## src/hdl/usd_pkg.sv

```systemverilog
// Shared types and constants of the UTF-8 stream decoder.
package usd_pkg;

  localparam int unsigned CP_W = 21;

  localparam logic [CP_W-1:0] REPLACEMENT   = 21'h00FFFD;
  localparam logic [CP_W-1:0] MAX_SCALAR    = 21'h10FFFF;
  localparam logic [CP_W-1:0] SURR_LO       = 21'h00D800;
  localparam logic [CP_W-1:0] SURR_HI       = 21'h00DFFF;
  localparam logic [CP_W-1:0] MIN_TWO_BYTE  = 21'h000080;
  localparam logic [CP_W-1:0] MIN_THREE_BYTE = 21'h000800;
  localparam logic [CP_W-1:0] MIN_FOUR_BYTE = 21'h010000;

  localparam logic [2:0] LEN_NONE  = 3'd0;
  localparam logic [2:0] LEN_TWO   = 3'd2;
  localparam logic [2:0] LEN_THREE = 3'd3;
  localparam logic [2:0] LEN_FOUR  = 3'd4;

  // Results caused by one byte: rep_count replacements, then an optional good value.
  typedef struct packed {
    logic [2:0]      rep_count;
    logic            has_good;
    logic [CP_W-1:0] code_point;
  } usd_desc_t;

endpackage

```

## src/hdl/usd_front.sv

```systemverilog
// Front end: sequence tracking and classification of each input byte.
module usd_front (
  input  logic               clk,
  input  logic               rst,
  input  logic               accept,
  input  logic [7:0]         text_byte,
  input  logic               end_of_text,
  output logic               push,
  output usd_pkg::usd_desc_t desc
);

  logic [2:0]  exp_len;
  logic [2:0]  exp_len_next;
  logic [1:0]  held;
  logic [1:0]  held_next;
  logic [20:0] partial;
  logic [20:0] partial_next;

  logic        pending;
  logic        is_cont;
  logic        lead_ascii;
  logic [2:0]  lead_len;
  logic [20:0] lead_val;
  logic [20:0] cont_val;
  logic [2:0]  held_inc;
  logic        well_formed;

  assign pending  = exp_len != usd_pkg::LEN_NONE;
  assign is_cont  = text_byte[7:6] == 2'b10;
  assign cont_val = {partial[14:0], text_byte[5:0]};
  assign held_inc = {1'b0, held} + 3'd1;

  always_comb begin
    lead_ascii = 1'b0;
    lead_len   = usd_pkg::LEN_NONE;
    lead_val   = 21'd0;
    if (text_byte[7] == 1'b0) begin
      lead_ascii = 1'b1;
      lead_val   = {13'd0, text_byte};
    end else if (text_byte[7:5] == 3'b110) begin
      lead_len = usd_pkg::LEN_TWO;
      lead_val = {16'd0, text_byte[4:0]};
    end else if (text_byte[7:4] == 4'b1110) begin
      lead_len = usd_pkg::LEN_THREE;
      lead_val = {17'd0, text_byte[3:0]};
    end else if (text_byte[7:3] == 5'b11110) begin
      lead_len = usd_pkg::LEN_FOUR;
      lead_val = {18'd0, text_byte[2:0]};
    end
  end

  always_comb begin
    well_formed = 1'b1;
    if (exp_len == usd_pkg::LEN_TWO && cont_val < usd_pkg::MIN_TWO_BYTE) begin
      well_formed = 1'b0;
    end
    if (exp_len == usd_pkg::LEN_THREE && cont_val < usd_pkg::MIN_THREE_BYTE) begin
      well_formed = 1'b0;
    end
    if (exp_len == usd_pkg::LEN_FOUR && cont_val < usd_pkg::MIN_FOUR_BYTE) begin
      well_formed = 1'b0;
    end
    if (cont_val > usd_pkg::MAX_SCALAR) begin
      well_formed = 1'b0;
    end
    if (cont_val >= usd_pkg::SURR_LO && cont_val <= usd_pkg::SURR_HI) begin
      well_formed = 1'b0;
    end
  end

  always_comb begin
    desc         = '0;
    exp_len_next = exp_len;
    held_next    = held;
    partial_next = partial;
    if (pending && is_cont) begin
      if (held_inc == exp_len) begin
        if (well_formed) begin
          desc.has_good   = 1'b1;
          desc.code_point = cont_val;
        end else begin
          desc.rep_count = exp_len;
        end
        exp_len_next = usd_pkg::LEN_NONE;
        held_next    = 2'd0;
        partial_next = 21'd0;
      end else if (end_of_text) begin
        desc.rep_count = held_inc;
        exp_len_next   = usd_pkg::LEN_NONE;
        held_next      = 2'd0;
        partial_next   = 21'd0;
      end else begin
        held_next    = held_inc[1:0];
        partial_next = cont_val;
      end
    end else begin
      desc.rep_count = pending ? {1'b0, held} : 3'd0;
      exp_len_next   = usd_pkg::LEN_NONE;
      held_next      = 2'd0;
      partial_next   = 21'd0;
      if (lead_ascii) begin
        desc.has_good   = 1'b1;
        desc.code_point = lead_val;
      end else if (lead_len != usd_pkg::LEN_NONE) begin
        if (end_of_text) begin
          desc.rep_count = desc.rep_count + 3'd1;
        end else begin
          exp_len_next = lead_len;
          held_next    = 2'd1;
          partial_next = lead_val;
        end
      end else begin
        desc.rep_count = desc.rep_count + 3'd1;
      end
    end
  end

  assign push = accept && (desc.has_good || desc.rep_count != 3'd0);

  always_ff @(posedge clk) begin
    if (rst) begin
      exp_len <= usd_pkg::LEN_NONE;
      held    <= 2'd0;
      partial <= 21'd0;
    end else if (accept) begin
      exp_len <= exp_len_next;
      held    <= held_next;
      partial <= partial_next;
    end
  end

endmodule

```

## src/hdl/usd_queue.sv

```systemverilog
// Short queue of per-byte result descriptors between front and back end.
module usd_queue #(
  parameter int unsigned DEPTH = 4
) (
  input  logic               clk,
  input  logic               rst,
  input  logic               push,
  input  usd_pkg::usd_desc_t push_desc,
  output logic               not_full,
  input  logic               pop,
  output logic               not_empty,
  output usd_pkg::usd_desc_t head
);

  localparam int unsigned PW = $clog2(DEPTH);
  localparam int unsigned CW = $clog2(DEPTH + 1);

  usd_pkg::usd_desc_t store [DEPTH];
  logic [PW-1:0] wr_ptr;
  logic [PW-1:0] rd_ptr;
  logic [CW-1:0] count;

  assign not_full  = count != CW'(DEPTH);
  assign not_empty = count != '0;
  assign head      = store[rd_ptr];

  always_ff @(posedge clk) begin
    if (rst) begin
      wr_ptr <= '0;
      rd_ptr <= '0;
      count  <= '0;
    end else begin
      if (push) begin
        wr_ptr <= (wr_ptr == PW'(DEPTH - 1)) ? '0 : wr_ptr + 1'b1;
      end
      if (pop) begin
        rd_ptr <= (rd_ptr == PW'(DEPTH - 1)) ? '0 : rd_ptr + 1'b1;
      end
      if (push && !pop) begin
        count <= count + 1'b1;
      end else if (pop && !push) begin
        count <= count - 1'b1;
      end
    end
  end

  always_ff @(posedge clk) begin
    if (push) begin
      store[wr_ptr] <= push_desc;
    end
  end

endmodule

```

## src/hdl/usd_back.sv

```systemverilog
// Back end: expands each descriptor into result beats behind an output register.
module usd_back (
  input  logic               clk,
  input  logic               rst,
  input  logic               head_valid,
  input  usd_pkg::usd_desc_t head,
  output logic               pop,
  output logic               out_valid,
  input  logic               out_ready,
  output logic [20:0]        code_point,
  output logic               replaced,
  output logic               last_of_run
);

  logic [1:0] idx;
  logic [2:0] total;
  logic       load;
  logic       is_last;
  logic       is_rep;

  assign total   = head.rep_count + {2'd0, head.has_good};
  assign load    = head_valid && (!out_valid || out_ready);
  assign is_last = ({1'b0, idx} + 3'd1) == total;
  assign is_rep  = {1'b0, idx} < head.rep_count;
  assign pop     = load && is_last;

  always_ff @(posedge clk) begin
    if (rst) begin
      out_valid <= 1'b0;
      idx       <= 2'd0;
    end else if (load) begin
      out_valid <= 1'b1;
      idx       <= is_last ? 2'd0 : idx + 2'd1;
    end else if (out_ready) begin
      out_valid <= 1'b0;
    end
  end

  always_ff @(posedge clk) begin
    if (load) begin
      code_point  <= is_rep ? usd_pkg::REPLACEMENT : head.code_point;
      replaced    <= is_rep;
      last_of_run <= is_last;
    end
  end

endmodule

```

## src/hdl/utf8_stream_decoder_top.sv

```systemverilog
// Top level of the UTF-8 stream decoder.
//
// Input stream: one UTF-8 byte a beat on s_tdata[7:0]; s_tlast marks the
// final byte of the text, and any sequence still open is flushed as U+FFFD.
// Output stream: one code point a beat on m_tdata[20:0]; m_tuser is set on a
// replacement for malformed input, m_tlast on the final beat caused by a byte.
// A byte gives zero to four beats; one that only opens or extends a sequence
// gives none.
// The front end takes one byte every cycle while the descriptor queue has room
// and classifies it in that cycle. The back end sends one beat a cycle from the
// head of the queue while the queue holds a descriptor and m_tready is not low
// on a held beat; a byte that gives n beats holds the back end until all n are
// sent. When the queue is empty, the first beat of a byte passes through the
// queue store and then the output register before m_tvalid rises.
// When m_tready is low the output register holds its beat, the queue fills up
// to QUEUE_DEPTH descriptors, and then s_tready drops.
// Reset (rst, synchronous) empties the queue and output register and drops any
// open sequence.
module utf8_stream_decoder_top #(
  parameter int unsigned QUEUE_DEPTH = 4
) (
  input  logic        clk,
  input  logic        rst,
  input  logic        s_tvalid,
  output logic        s_tready,
  input  logic [7:0]  s_tdata,   // [7:0] text_byte
  input  logic        s_tlast,   // end_of_text
  output logic        m_tvalid,
  input  logic        m_tready,
  output logic [23:0] m_tdata,   // [20:0] code_point, [23:21] zero
  output logic        m_tuser,   // replaced
  output logic        m_tlast    // last_of_run
);

  usd_pkg::usd_desc_t push_desc;
  usd_pkg::usd_desc_t head;
  logic               push;
  logic               pop;
  logic               head_valid;
  logic               accept;
  logic [20:0]        code_point;

  assign accept  = s_tvalid && s_tready;
  assign m_tdata = {3'd0, code_point};

  usd_front u_front (
    .clk         (clk),
    .rst         (rst),
    .accept      (accept),
    .text_byte   (s_tdata),
    .end_of_text (s_tlast),
    .push        (push),
    .desc        (push_desc)
  );

  usd_queue #(
    .DEPTH (QUEUE_DEPTH)
  ) u_queue (
    .clk       (clk),
    .rst       (rst),
    .push      (push),
    .push_desc (push_desc),
    .not_full  (s_tready),
    .pop       (pop),
    .not_empty (head_valid),
    .head      (head)
  );

  usd_back u_back (
    .clk         (clk),
    .rst         (rst),
    .head_valid  (head_valid),
    .head        (head),
    .pop         (pop),
    .out_valid   (m_tvalid),
    .out_ready   (m_tready),
    .code_point  (code_point),
    .replaced    (m_tuser),
    .last_of_run (m_tlast)
  );

endmodule
```

## config.mk

```make
export PLATFORM = sky130hd
export DESIGN_NAME = utf8_stream_decoder_top
export DESIGN_NICKNAME = d
export VERILOG_FILES = /design/src/hdl/usd_pkg.sv /design/src/hdl/usd_front.sv /design/src/hdl/usd_queue.sv /design/src/hdl/usd_back.sv /design/src/hdl/utf8_stream_decoder_top.sv
export SDC_FILE = /design/constraint.sdc
export NUM_CORES = 1
export LEC_CHECK = 0
export BUFFER_PORTS_ARGS = -buffer_cell sky130_fd_sc_hd__buf_2
export CORE_UTILIZATION = 45
export DETAILED_ROUTE_END_ITERATION = 6
export PLACE_DENSITY = 0.64
export SYNTH_ARGS = -nofsm -noshare
export SYNTH_HDL_FRONTEND = slang
export SYNTH_SLANG_ARGS = --single-unit
```

## constraint.sdc

```tcl
create_clock -name clk -period 8.45 [get_ports clk]
set_input_delay 0.4225 -clock clk [delete_from_list [all_inputs] [get_ports clk]]
set_output_delay 0.4225 -clock clk [all_outputs]
set_load 0.05 [all_outputs]
```

==> results.ini, run 1 <==
[status]
status = completed

[sta]
setup_tns_ps = 0
timing.hold.ws_ps = 281.1
rsz0062_at_grt = false
relSlewSlack_pct = 34.42
setup_viol = 0
worst_slew_pin_slew_ps = 982.7
slew_violations = 0
hold_viol = 0
finalCriticalPeriod_ps = 4024
period_share_pct = 47.62
fmax_ghz = 0.2485
finalClockSkew_ps = 4.943

[synthesis]
yosys_warnings = 0
synth_top_area_cell = edfxtp_1
synth_seq_area_share_pct = 66.74
synthTopCellsByArea = edfxtp_1 57%, dfxtp_1 9.9%, mux4_2 8.7%
synth_top_area_share_pct = 56.88
async_flop_share_pct = 0
synth_ff_type = edfxtp_1
syn_area_um2 = 6494
synth-edff-count = 123
synth.avg_cell_area_um2 = 15.17
synthDistinctLibCells = 56
netlist_instances = 428
synth-seq-cells = 155

[drt]
route.detailed.wl_per_inst_um = 18.12
top_layer_used = met4
drt-total-wl_um = 12000
drt_iter0_markers = 269
drt-met1-wl_um = 5375
wl_met3_um = 414
vias_per_cell = 5.441
drt_pre_antenna_iters = 4
vias = 3602
drcViolationCount = 0
ant_nets = 0
wl_met2_um = 6038

[floorplanning]
die_w_um = 122.1
dieHeight_um = 122.1
num_rows = 43
ios = 41
start_util_pct = 46.42
dieArea_um2 = 14910
core_area_um2 = 13990

[clock_tree]
htreeDepth = 4
ctsLongestPathBuffers = 2
clock_latency_ps = 420
cts.sinks = 155
cts_tree = yes
path_clk_slew_ps = 60
cts-root-buf = clkbuf_16
postCtsSetupBuffers = 0
ctsHoldBuffers = 0
cts_resized = 0
cts_buffers = 17

[placed_design]
globalplace.congestion = 0.8630
dpl.hpwl_um = 7532
port_buffers = 37

[grt]
track_usage_pct = 17.85
grt_max_degree = 26
antenna_found_initial = 0
grt_pass1_wl_um = 19180
grt_overflow_total = 0
grt_pass1_vias = 3673

[layout]
drive_above_1_share_pct = 21.99
antennaDiodeCount = 0
layout_commonest_cell = edfxtp_1
final_cell_mix = 123 x edfxtp_1, 37 x buf_2, 33 x nand2_1, 31 x dfxtp_1, 29 x and2_1
fill_cells = 1221
areaGrowthSynthToFinish_pct = 14.18
nets = 495

[min_path]
hp-class = primary input to register
holdPathStages = 4

[power_and_ir_drop]
max-vdd-ir-drop_v = 0.0001455
p_leak_uw = 0.002594
powerDensity_nw_per_um2 = 318.1

[critical_path]
end_kind = register
worst-r2r-cell-count = 13
crit_type = register to register
crit_required_ps = 8800
worst_ep_arrival_time_ps = 4370
crit_fanout = 25
critPathLaunchType = register

[run]
drv_cap = 0

-- worst max-delay path, cell delays in order (launching register included) --
cell and delay (ps):
dfxtp_2 960, mux4_2 640, ha_1 210, ha_1 200
xnor2_1 190, xnor2_1 160, nor3_2 90, nand2_1 160
ha_1 240, inv_1 60, fa_1 390, xor2_1 190
or3_1 320, a21oi_1 140
-- report_power, final --
group	switching, uW	leakage (uW)	internal (uW)
sequential	64.7	0.00144	962
combinational	401	0.000878	197
clock	276	0.000281	458
total	742	0.00259	1620
-- routing by layer --
| layer | up-vias | GRT usage, % |
|---|---|---|
| met4 | 0 | 7.470 |
| li1 | 1708 | - |
| met5 | - | 0 |
| met2 | 82 | 29.17 |
| met3 | 12 | 4.682 |
| met1 | 1800 | 22.50 |
-- flip-flops by register name, summed over array words and instances (netlist names), named ones only --
name and count:
u_back.replaced 1, u_back.last_of_run 1, u_front.partial 15, u_back.out_valid 1
u_back.idx 2, u_front.held 2, u_queue.store 100, u_back.code_point 21
u_front.exp_len 3, u_queue.wr_ptr 2, u_queue.rd_ptr 2, u_queue.count 3
-- cells by family (layout without fill, tap and decap cells) --
group	Yosys count	in the layout	synth area share (%)
AOI/OAI and AO/OA	47	47	5.492
xor gates and xnor gates	9	9	1.214
adders and majority gates	13	13	2.620
buffers and inverters	33	85	2.274
DFF	155	155	66.74
muxes	31	31	9.615
other	1	3	0.05775
and+or+nand+nor	139	139	11.98
-- synthesized netlist by cell type (4+ instances only) --
master,number
a21oi_1,18
and2_1,29
buf_2,4
clkbuf_1,12
dfxtp_1,32
edfxtp_1,123
ha_1,12
inv_1,10
mux2i_1,5
mux4_2,25
nand2_1,33
nand3_1,8
nor2_1,17
nor2b_1,9
nor3_1,4
or3_1,18
xnor2_1,4
xor2_1,5
-- per-stage QoR --
step                worst slack, ps  cells  util, %  cell area (um^2)  total power, uW
finish                         4426    662    53.01              7415             2359
floorplan                      4962    430        -              6501             1500
global route                   4092    662    53.01              7415             2468
detailed placement             4400    630    48.95              6848             1653
CTS                            4358    662    53.01              7415             2390
global placement               4561    630    48.95              6848             1631
-- final timing paths --
| path | start | to | slack (ps) |
|---|---|---|---|
| max | register | u_queue.count[2]$_SDFFE_PP0P_ | 4430 |
| min | m_tready | u_back.out_valid$_SDFFE_PP0P_ | 280 |
| max reg2reg | register | u_queue.count[2]$_SDFFE_PP0P_ | 4430 |
| min reg2reg | u_back.out_valid$_SDFFE_PP0P_ | u_back.out_valid$_SDFFE_PP0P_ | 470 |
-- cell type report --
cell class / count / area [um^2] / area share, %
clock buffers: 21 / 440.4 / 5.940
inverters: 10 / 37.54 / 0.5062
clock inverters: 11 / 126.4 / 1.704
well taps: 180 / 225.2 / 3.037
multi-input cells: 242 / 2019 / 27.24
repair buffers: 43 / 230.2 / 3.105
flip-flops and latches: 155 / 4335 / 58.47
(Power assumes the default switching activity.)
==> run 2: changes to the inputs <==
- clock period: 8.45 -> 3.8 ns (I/O delays scaled with it)
==> run 2 against run 1 <==
  * Register-to-register slack lost 4100 ps
  * First-iteration DRC count shrank 17%
  * Final area grew 0.15%
  * Clock power grew 110%
  * Worst hold slack lost 240 ps
  * Largest cell class unchanged
==> results.ini, run 2 (synthesis results as in run 1) <==
[drt]
route.detailed.wl_per_inst_um = 17.87  ; was 18.12 um
vias_per_cell = 5.409  ; was 5.441
drcViolationCount = 0  ; unchanged
drt-total-wl_um = 11920  ; was 12,000 um
drt_pre_antenna_iters = 6  ; was 4
vias = 3608  ; was 3,602
ant_nets = 0  ; unchanged
drt_iter0_markers = 224  ; was 269

[clock_tree]
cts_resized = 0  ; unchanged
clock_latency_ps = 410  ; was 420 ps
cts-root-buf = clkbuf_16  ; unchanged
ctsHoldBuffers = 0  ; unchanged
ctsLongestPathBuffers = 2  ; unchanged
cts_tree = yes  ; unchanged
cts.sinks = 155  ; unchanged
path_clk_slew_ps = 60  ; about the same
postCtsSetupBuffers = 0  ; unchanged
cts_buffers = 17  ; unchanged
htreeDepth = 4  ; unchanged

[critical_path]
rrSetupSlack_ps = 340  ; was 4430 ps
cp_slowest_cell = mux4_2  ; was dfxtp_2
crit_fanout = 9  ; was 25
critical_path_buf_inv_count = 1  ; unchanged
end_kind = register  ; unchanged
max_stage_delay_ps = 580  ; was 960 ps
crit_required_ps = 4150  ; was 8800 ps
worstReg2RegEnd = u_queue.count[2]$_SDFFE_PP0P_  ; unchanged
cp_cell_sequence = mux4_2 -> ha_1 -> ha_1 -> xnor2_1 -> xnor2_1 -> nor3_2 -> nand2_1 -> ha_1 -> inv_1 -> fa_1 -> xor2_1 -> or3_1 -> a21oi_1  ; unchanged
critPathTopFamily = adder cells  ; unchanged
critPathLaunchType = register  ; unchanged
crit_top_cell = ha_1  ; unchanged
worst_ep_arrival_time_ps = 3800  ; was 4370 ps
worst-r2r-cell-count = 13  ; unchanged
crit_type = register to register  ; unchanged

[sta]
finalCriticalPeriod_ps = 3456  ; was 4024 ps
slew_violations = 0  ; unchanged
worst_slew_pin_slew_ps = 624.5  ; was 982.7 ps
setup_viol = 0  ; unchanged
period_share_pct = 90.95  ; was 47.62%
relSlewSlack_pct = 58.37  ; was 34.42%
finalClockSkew_ps = 9.046  ; was 4.943 ps
timing.hold.ws_ps = 37.72  ; was 281.1 ps
fmax_ghz = 0.2893  ; was 0.2485 GHz
hold_viol = 0  ; unchanged
rsz0062_at_grt = false  ; unchanged
setup_tns_ps = 0  ; unchanged

[placed_design]
globalplace.congestion = 0.8330  ; was 0.8630
dpl.hpwl_um = 7626  ; was 7532 um
port_buffers = 37  ; unchanged

[layout]
regMostFlops = u_queue.store  ; unchanged
layout_commonest_cell = edfxtp_1  ; unchanged
final_util_pct = 53.09  ; was 53.01%
largest_reg_flops = 100  ; unchanged
areaGrowthSynthToFinish_pct = 14.35  ; was 14.18%
reg_top3 = u_queue.store x100, u_back.code_point x21, u_front.partial x15  ; unchanged
final_cell_mix = 123 x edfxtp_1, 37 x buf_2, 33 x nand2_1, 31 x dfxtp_1, 29 x and2_1  ; unchanged
antennaDiodeCount = 0  ; unchanged
nets = 500  ; was 495
fill_cells = 1184  ; was 1,221
drive_above_1_share_pct = 22.59  ; was 21.99%

[floorplanning]
ios = 41  ; unchanged
start_util_pct = 46.42  ; unchanged
core_area_um2 = 13990  ; unchanged
die_w_um = 122.1  ; unchanged
dieHeight_um = 122.1  ; unchanged
num_rows = 43  ; unchanged
dieArea_um2 = 14910  ; unchanged

[grt]
track_usage_pct = 17.58  ; was 17.85%
grt_use_met1_pct = 22.12  ; was 22.50%
met2_usage_pct = 29.13  ; was 29.17%
met3_usage_pct = 3.933  ; was 4.682%
grt_pass1_wl_um = 19140  ; was 19,180 um
antenna_found_initial = 0  ; unchanged
grt_pass1_vias = 3701  ; was 3,673
grt_overflow_total = 0  ; unchanged
top_usage_layer = met2  ; unchanged
grt_max_degree = 26  ; unchanged

[power_and_ir_drop]
max-vdd-ir-drop_v = 0.0003380  ; was 0.0001455 V
p_leak_uw = 0.002608  ; was 0.002594 uW
finalPower_uw = 5190  ; was 2359 uW
powerDensity_nw_per_um2 = 698.9  ; was 318.1 nW/um^2

[min_path]
hp-class = primary input to register  ; unchanged
hold_end = u_back.out_valid$_SDFFE_PP0P_  ; unchanged
holdPathStages = 4  ; unchanged
holdCritStartpoint = m_tready  ; unchanged

[status]
status = completed  ; unchanged

[run]
drv_cap = 0  ; unchanged

## run 2: cell count changes in the layout (fill, tap and decap cells not counted)
cell	delta
buf_4	+5
bufinv_16	-1
clkinv_1	+3
clkbuf_1	-2
## run 2: worst register-to-register path, cell delays in order (launching register included)
cell and delay [ps]:
dfxtp_2 520, mux4_2 580, ha_1 210, ha_1 190, xnor2_1 180, xnor2_1 160, nor3_2 90, nand2_1 160
ha_1 230, inv_1 60, fa_1 370, xor2_1 180, or3_1 310, a21oi_1 140
## run 2: worst max-delay path by stage
stage                         from  cells after the start                       endpoint
after global routing      register                     13  u_queue.count[2]$_SDFFE_PP0P_
after CTS                 register                     13  u_queue.count[2]$_SDFFE_PP0P_
final                     register                     13  u_queue.count[2]$_SDFFE_PP0P_
after global placement    register                     13  u_queue.count[2]$_SDFFE_PP0P_
after detailed placement  register                     13  u_queue.count[2]$_SDFFE_PP0P_
after floorplan           register                     15  u_queue.count[2]$_SDFFE_PP0P_
## run 2: where the power goes
group	internal [uW]	switching [uW]
registers	2130	97.7
logic	457	937
clock network	945	619
## run 2: final cells by class
type	count	area [um^2]	share of cell area, %
Tap cell	180	225.2	3.033
Sequential cell	155	4335	58.38
Inverter	10	37.54	0.5055
Multi-Input combinational cell	242	2019	27.19
Timing Repair Buffer	48	267.8	3.606
Clock buffer	19	432.9	5.830
Clock inverter	13	107.6	1.449
## run 2: stage by stage
step / setup WS [ps] / cell area, um^2 / std cells
after global routing: 33.85 / 7426 / 667
final: 343.8 / 7426 / 667
after detailed placement: 343.6 / 6885 / 635
after global placement: 472.0 / 6885 / 635
after CTS: 317.5 / 7426 / 667
after floorplan: 311.9 / 6501 / 430
## run 2: layer usage
layer	wire length, um	vias up
li1	-	1709
met1	5257	1804
met2	5993	77
met3	417	18
met4	248	0
met5	0	-
==> run 3: changes to the inputs <==
- MAX_ROUTING_LAYER: default -> met4
==> run 3 against run 2 <==
  * Wire length about the same
  * Total power down 0.11%
  * Worst hold slack better by 1.3 ps
  * Global-route usage up 0.50 points
  * Non-clock buffer count unchanged
  * Count of clock-buffer cells in the layout unchanged
  * Critical endpoint unchanged
==> results.ini, run 3 (synthesis results as in run 1) <==
[placed_design]
port_buffers = 37  ; unchanged
dp_cells = 635  ; unchanged
dpl.hpwl_um = 7626  ; unchanged
globalplace.congestion = 0.8458  ; was 0.8330
place_worst_setup_slack_ps = 343.6  ; unchanged

[sta]
period_share_pct = 90.99  ; was 90.95%
setup_ws_ps = 342.5  ; was 343.8 ps
slew_violations = 0  ; unchanged
finalCriticalPeriod_ps = 3458  ; was 3456 ps
hold_viol = 0  ; unchanged
rsz0062_at_grt = false  ; unchanged
relSlewSlack_pct = 59.99  ; was 58.37%
finalClockSkew_ps = 7.609  ; was 9.046 ps
setup_viol = 0  ; unchanged
setup_tns_ps = 0  ; unchanged
fmax_ghz = 0.2892  ; was 0.2893 GHz
timing.hold.ws_ps = 39.02  ; was 37.72 ps
worst_slew_pin_slew_ps = 600.1  ; was 624.5 ps

[clock_tree]
cts_buffers = 17  ; unchanged
postCtsSetupBuffers = 0  ; unchanged
cts_resized = 0  ; unchanged
clock_latency_ps = 410  ; about the same
path_clk_slew_ps = 60  ; about the same
cts_tree = yes  ; unchanged
htreeDepth = 4  ; unchanged
ctsHoldBuffers = 0  ; unchanged
cts-root-buf = clkbuf_16  ; unchanged
ctsLongestPathBuffers = 2  ; unchanged
cts.sinks = 155  ; unchanged

[drt]
vias_per_cell = 5.414  ; was 5.409
drt_iter0_markers = 209  ; was 224
drt-total-wl_um = 11910  ; was 11,920 um
route.detailed.wl_per_inst_um = 17.85  ; was 17.87 um
drt_pre_antenna_iters = 6  ; unchanged
ant_nets = 0  ; unchanged
vias = 3611  ; was 3,608
drcViolationCount = 0  ; unchanged

[critical_path]
worstReg2RegEnd = u_queue.count[2]$_SDFFE_PP0P_  ; unchanged
crit_fanout = 9  ; unchanged
end_kind = register  ; unchanged
crit_required_ps = 4150  ; about the same
worst_ep_arrival_time_ps = 3800  ; about the same
crit_type = register to register  ; unchanged
critPathLaunchType = register  ; unchanged
worst-r2r-cell-count = 13  ; unchanged
rrSetupSlack_ps = 340  ; about the same

[layout]
final_util_pct = 53.09  ; unchanged
antennaDiodeCount = 0  ; unchanged
reg_top3 = u_queue.store x100, u_back.code_point x21, u_front.partial x15  ; unchanged
nets = 500  ; unchanged
layout_commonest_cell = edfxtp_1  ; unchanged
final_cell_mix = 123 x edfxtp_1, 37 x buf_2, 33 x nand2_1, 31 x dfxtp_1, 29 x and2_1  ; unchanged
largest_reg_flops = 100  ; unchanged
final_cells = 667  ; unchanged
regMostFlops = u_queue.store  ; unchanged
areaGrowthSynthToFinish_pct = 14.35  ; unchanged
drive_above_1_share_pct = 22.59  ; unchanged

[power_and_ir_drop]
pwr-share-clk_pct = 30.1  ; about the same
internal-power_uw = 3536  ; about the same
seq_power_share_pct = 43.0  ; about the same
max-vdd-ir-drop_v = 0.0003355  ; was 0.0003380 V
powerDensity_nw_per_um2 = 698.1  ; was 698.9 nW/um^2
share_comb_of_total_power_pct = 26.9  ; about the same
p_sw_uw = 1648  ; was 1654 uW
swShare_pct = 31.79  ; was 31.86%
p_leak_uw = 0.002608  ; unchanged

[min_path]
hold_end = u_back.out_valid$_SDFFE_PP0P_  ; unchanged
holdPathStages = 4  ; unchanged
hp-class = primary input to register  ; unchanged
holdCritStartpoint = m_tready  ; unchanged

[floorplanning]
start_util_pct = 46.42  ; unchanged
dieHeight_um = 122.1  ; unchanged
ios = 41  ; unchanged
num_rows = 43  ; unchanged
dieArea_um2 = 14910  ; unchanged
core_area_um2 = 13990  ; unchanged
die_w_um = 122.1  ; unchanged

[grt]
track_usage_pct = 18.08  ; was 17.58%
grt_pass1_wl_um = 19110  ; was 19,140 um
grt_overflow_total = 0  ; unchanged
grt_max_degree = 26  ; unchanged
antenna_found_initial = 0  ; unchanged
grt_pass1_vias = 3702  ; was 3,701

[run]
drv_cap = 0  ; unchanged

[status]
status = completed  ; unchanged

## run 3: critical path: stages, from the launching register on
cell     delay [ps]
dfxtp_2         520
mux4_2          580
ha_1            210
ha_1            190
xnor2_1         180
xnor2_1         160
nor3_2           90
nand2_1         160
ha_1            230
inv_1            60
fa_1            370
xor2_1          180
or3_1           310
a21oi_1         140
## run 3: area by class of cell
type	count	area (um^2)
well taps	180	225.2
repair buffers	48	267.8
multi-input cells	242	2019
clock inverters	13	107.6
clock buffers	19	432.9
inverters	10	37.54
fillers	1184	6563
flip-flops and latches	155	4335
## run 3: per-stage QoR
step           power, uW  cell area (um^2)
2_1_floorplan       3336              6501
3_3_place_gp        3646              6885
3_5_place_dp        3693              6885
4_1_cts             5244              7426
5_1_grt             5433              7426
6_report            5184              7426
## run 3: power by group through the flow
stage / registers (uW) / logic, uW / clock network, uW
after CTS: 2240 / 1420 / 1590
after floorplan: 2590 / 744 / 0
after detailed placement: 2270 / 1420 / 0
after global routing: 2260 / 1510 / 1660
after global placement: 2260 / 1390 / 0
final: 2230 / 1390 / 1560
## run 3: worst max-delay path by stage
stage | from | to | slack (ps)
detailed placement | register | u_queue.count[2]$_SDFFE_PP0P_ | 340
CTS | register | u_queue.count[2]$_SDFFE_PP0P_ | 320
global placement | register | u_queue.count[2]$_SDFFE_PP0P_ | 470
finish | register | u_queue.count[2]$_SDFFE_PP0P_ | 340
floorplan | register | u_queue.count[2]$_SDFFE_PP0P_ | 310
global route | register | u_queue.count[2]$_SDFFE_PP0P_ | 30
## run 3: layer usage
| metal | GRT usage, % | up-vias | part of all wire [%] | wire, um |
|---|---|---|---|---|
| li1 | - | 1709 | - | - |
| met1 | 21.93 | 1794 | 44 | 5299 |
| met2 | 29.24 | 87 | 50 | 5954 |
| met3 | 3.511 | 21 | 3.1 | 374 |
| met4 | 8.384 | 0 | 2.4 | 280 |
| met5 | - | - | 0 | 0 |
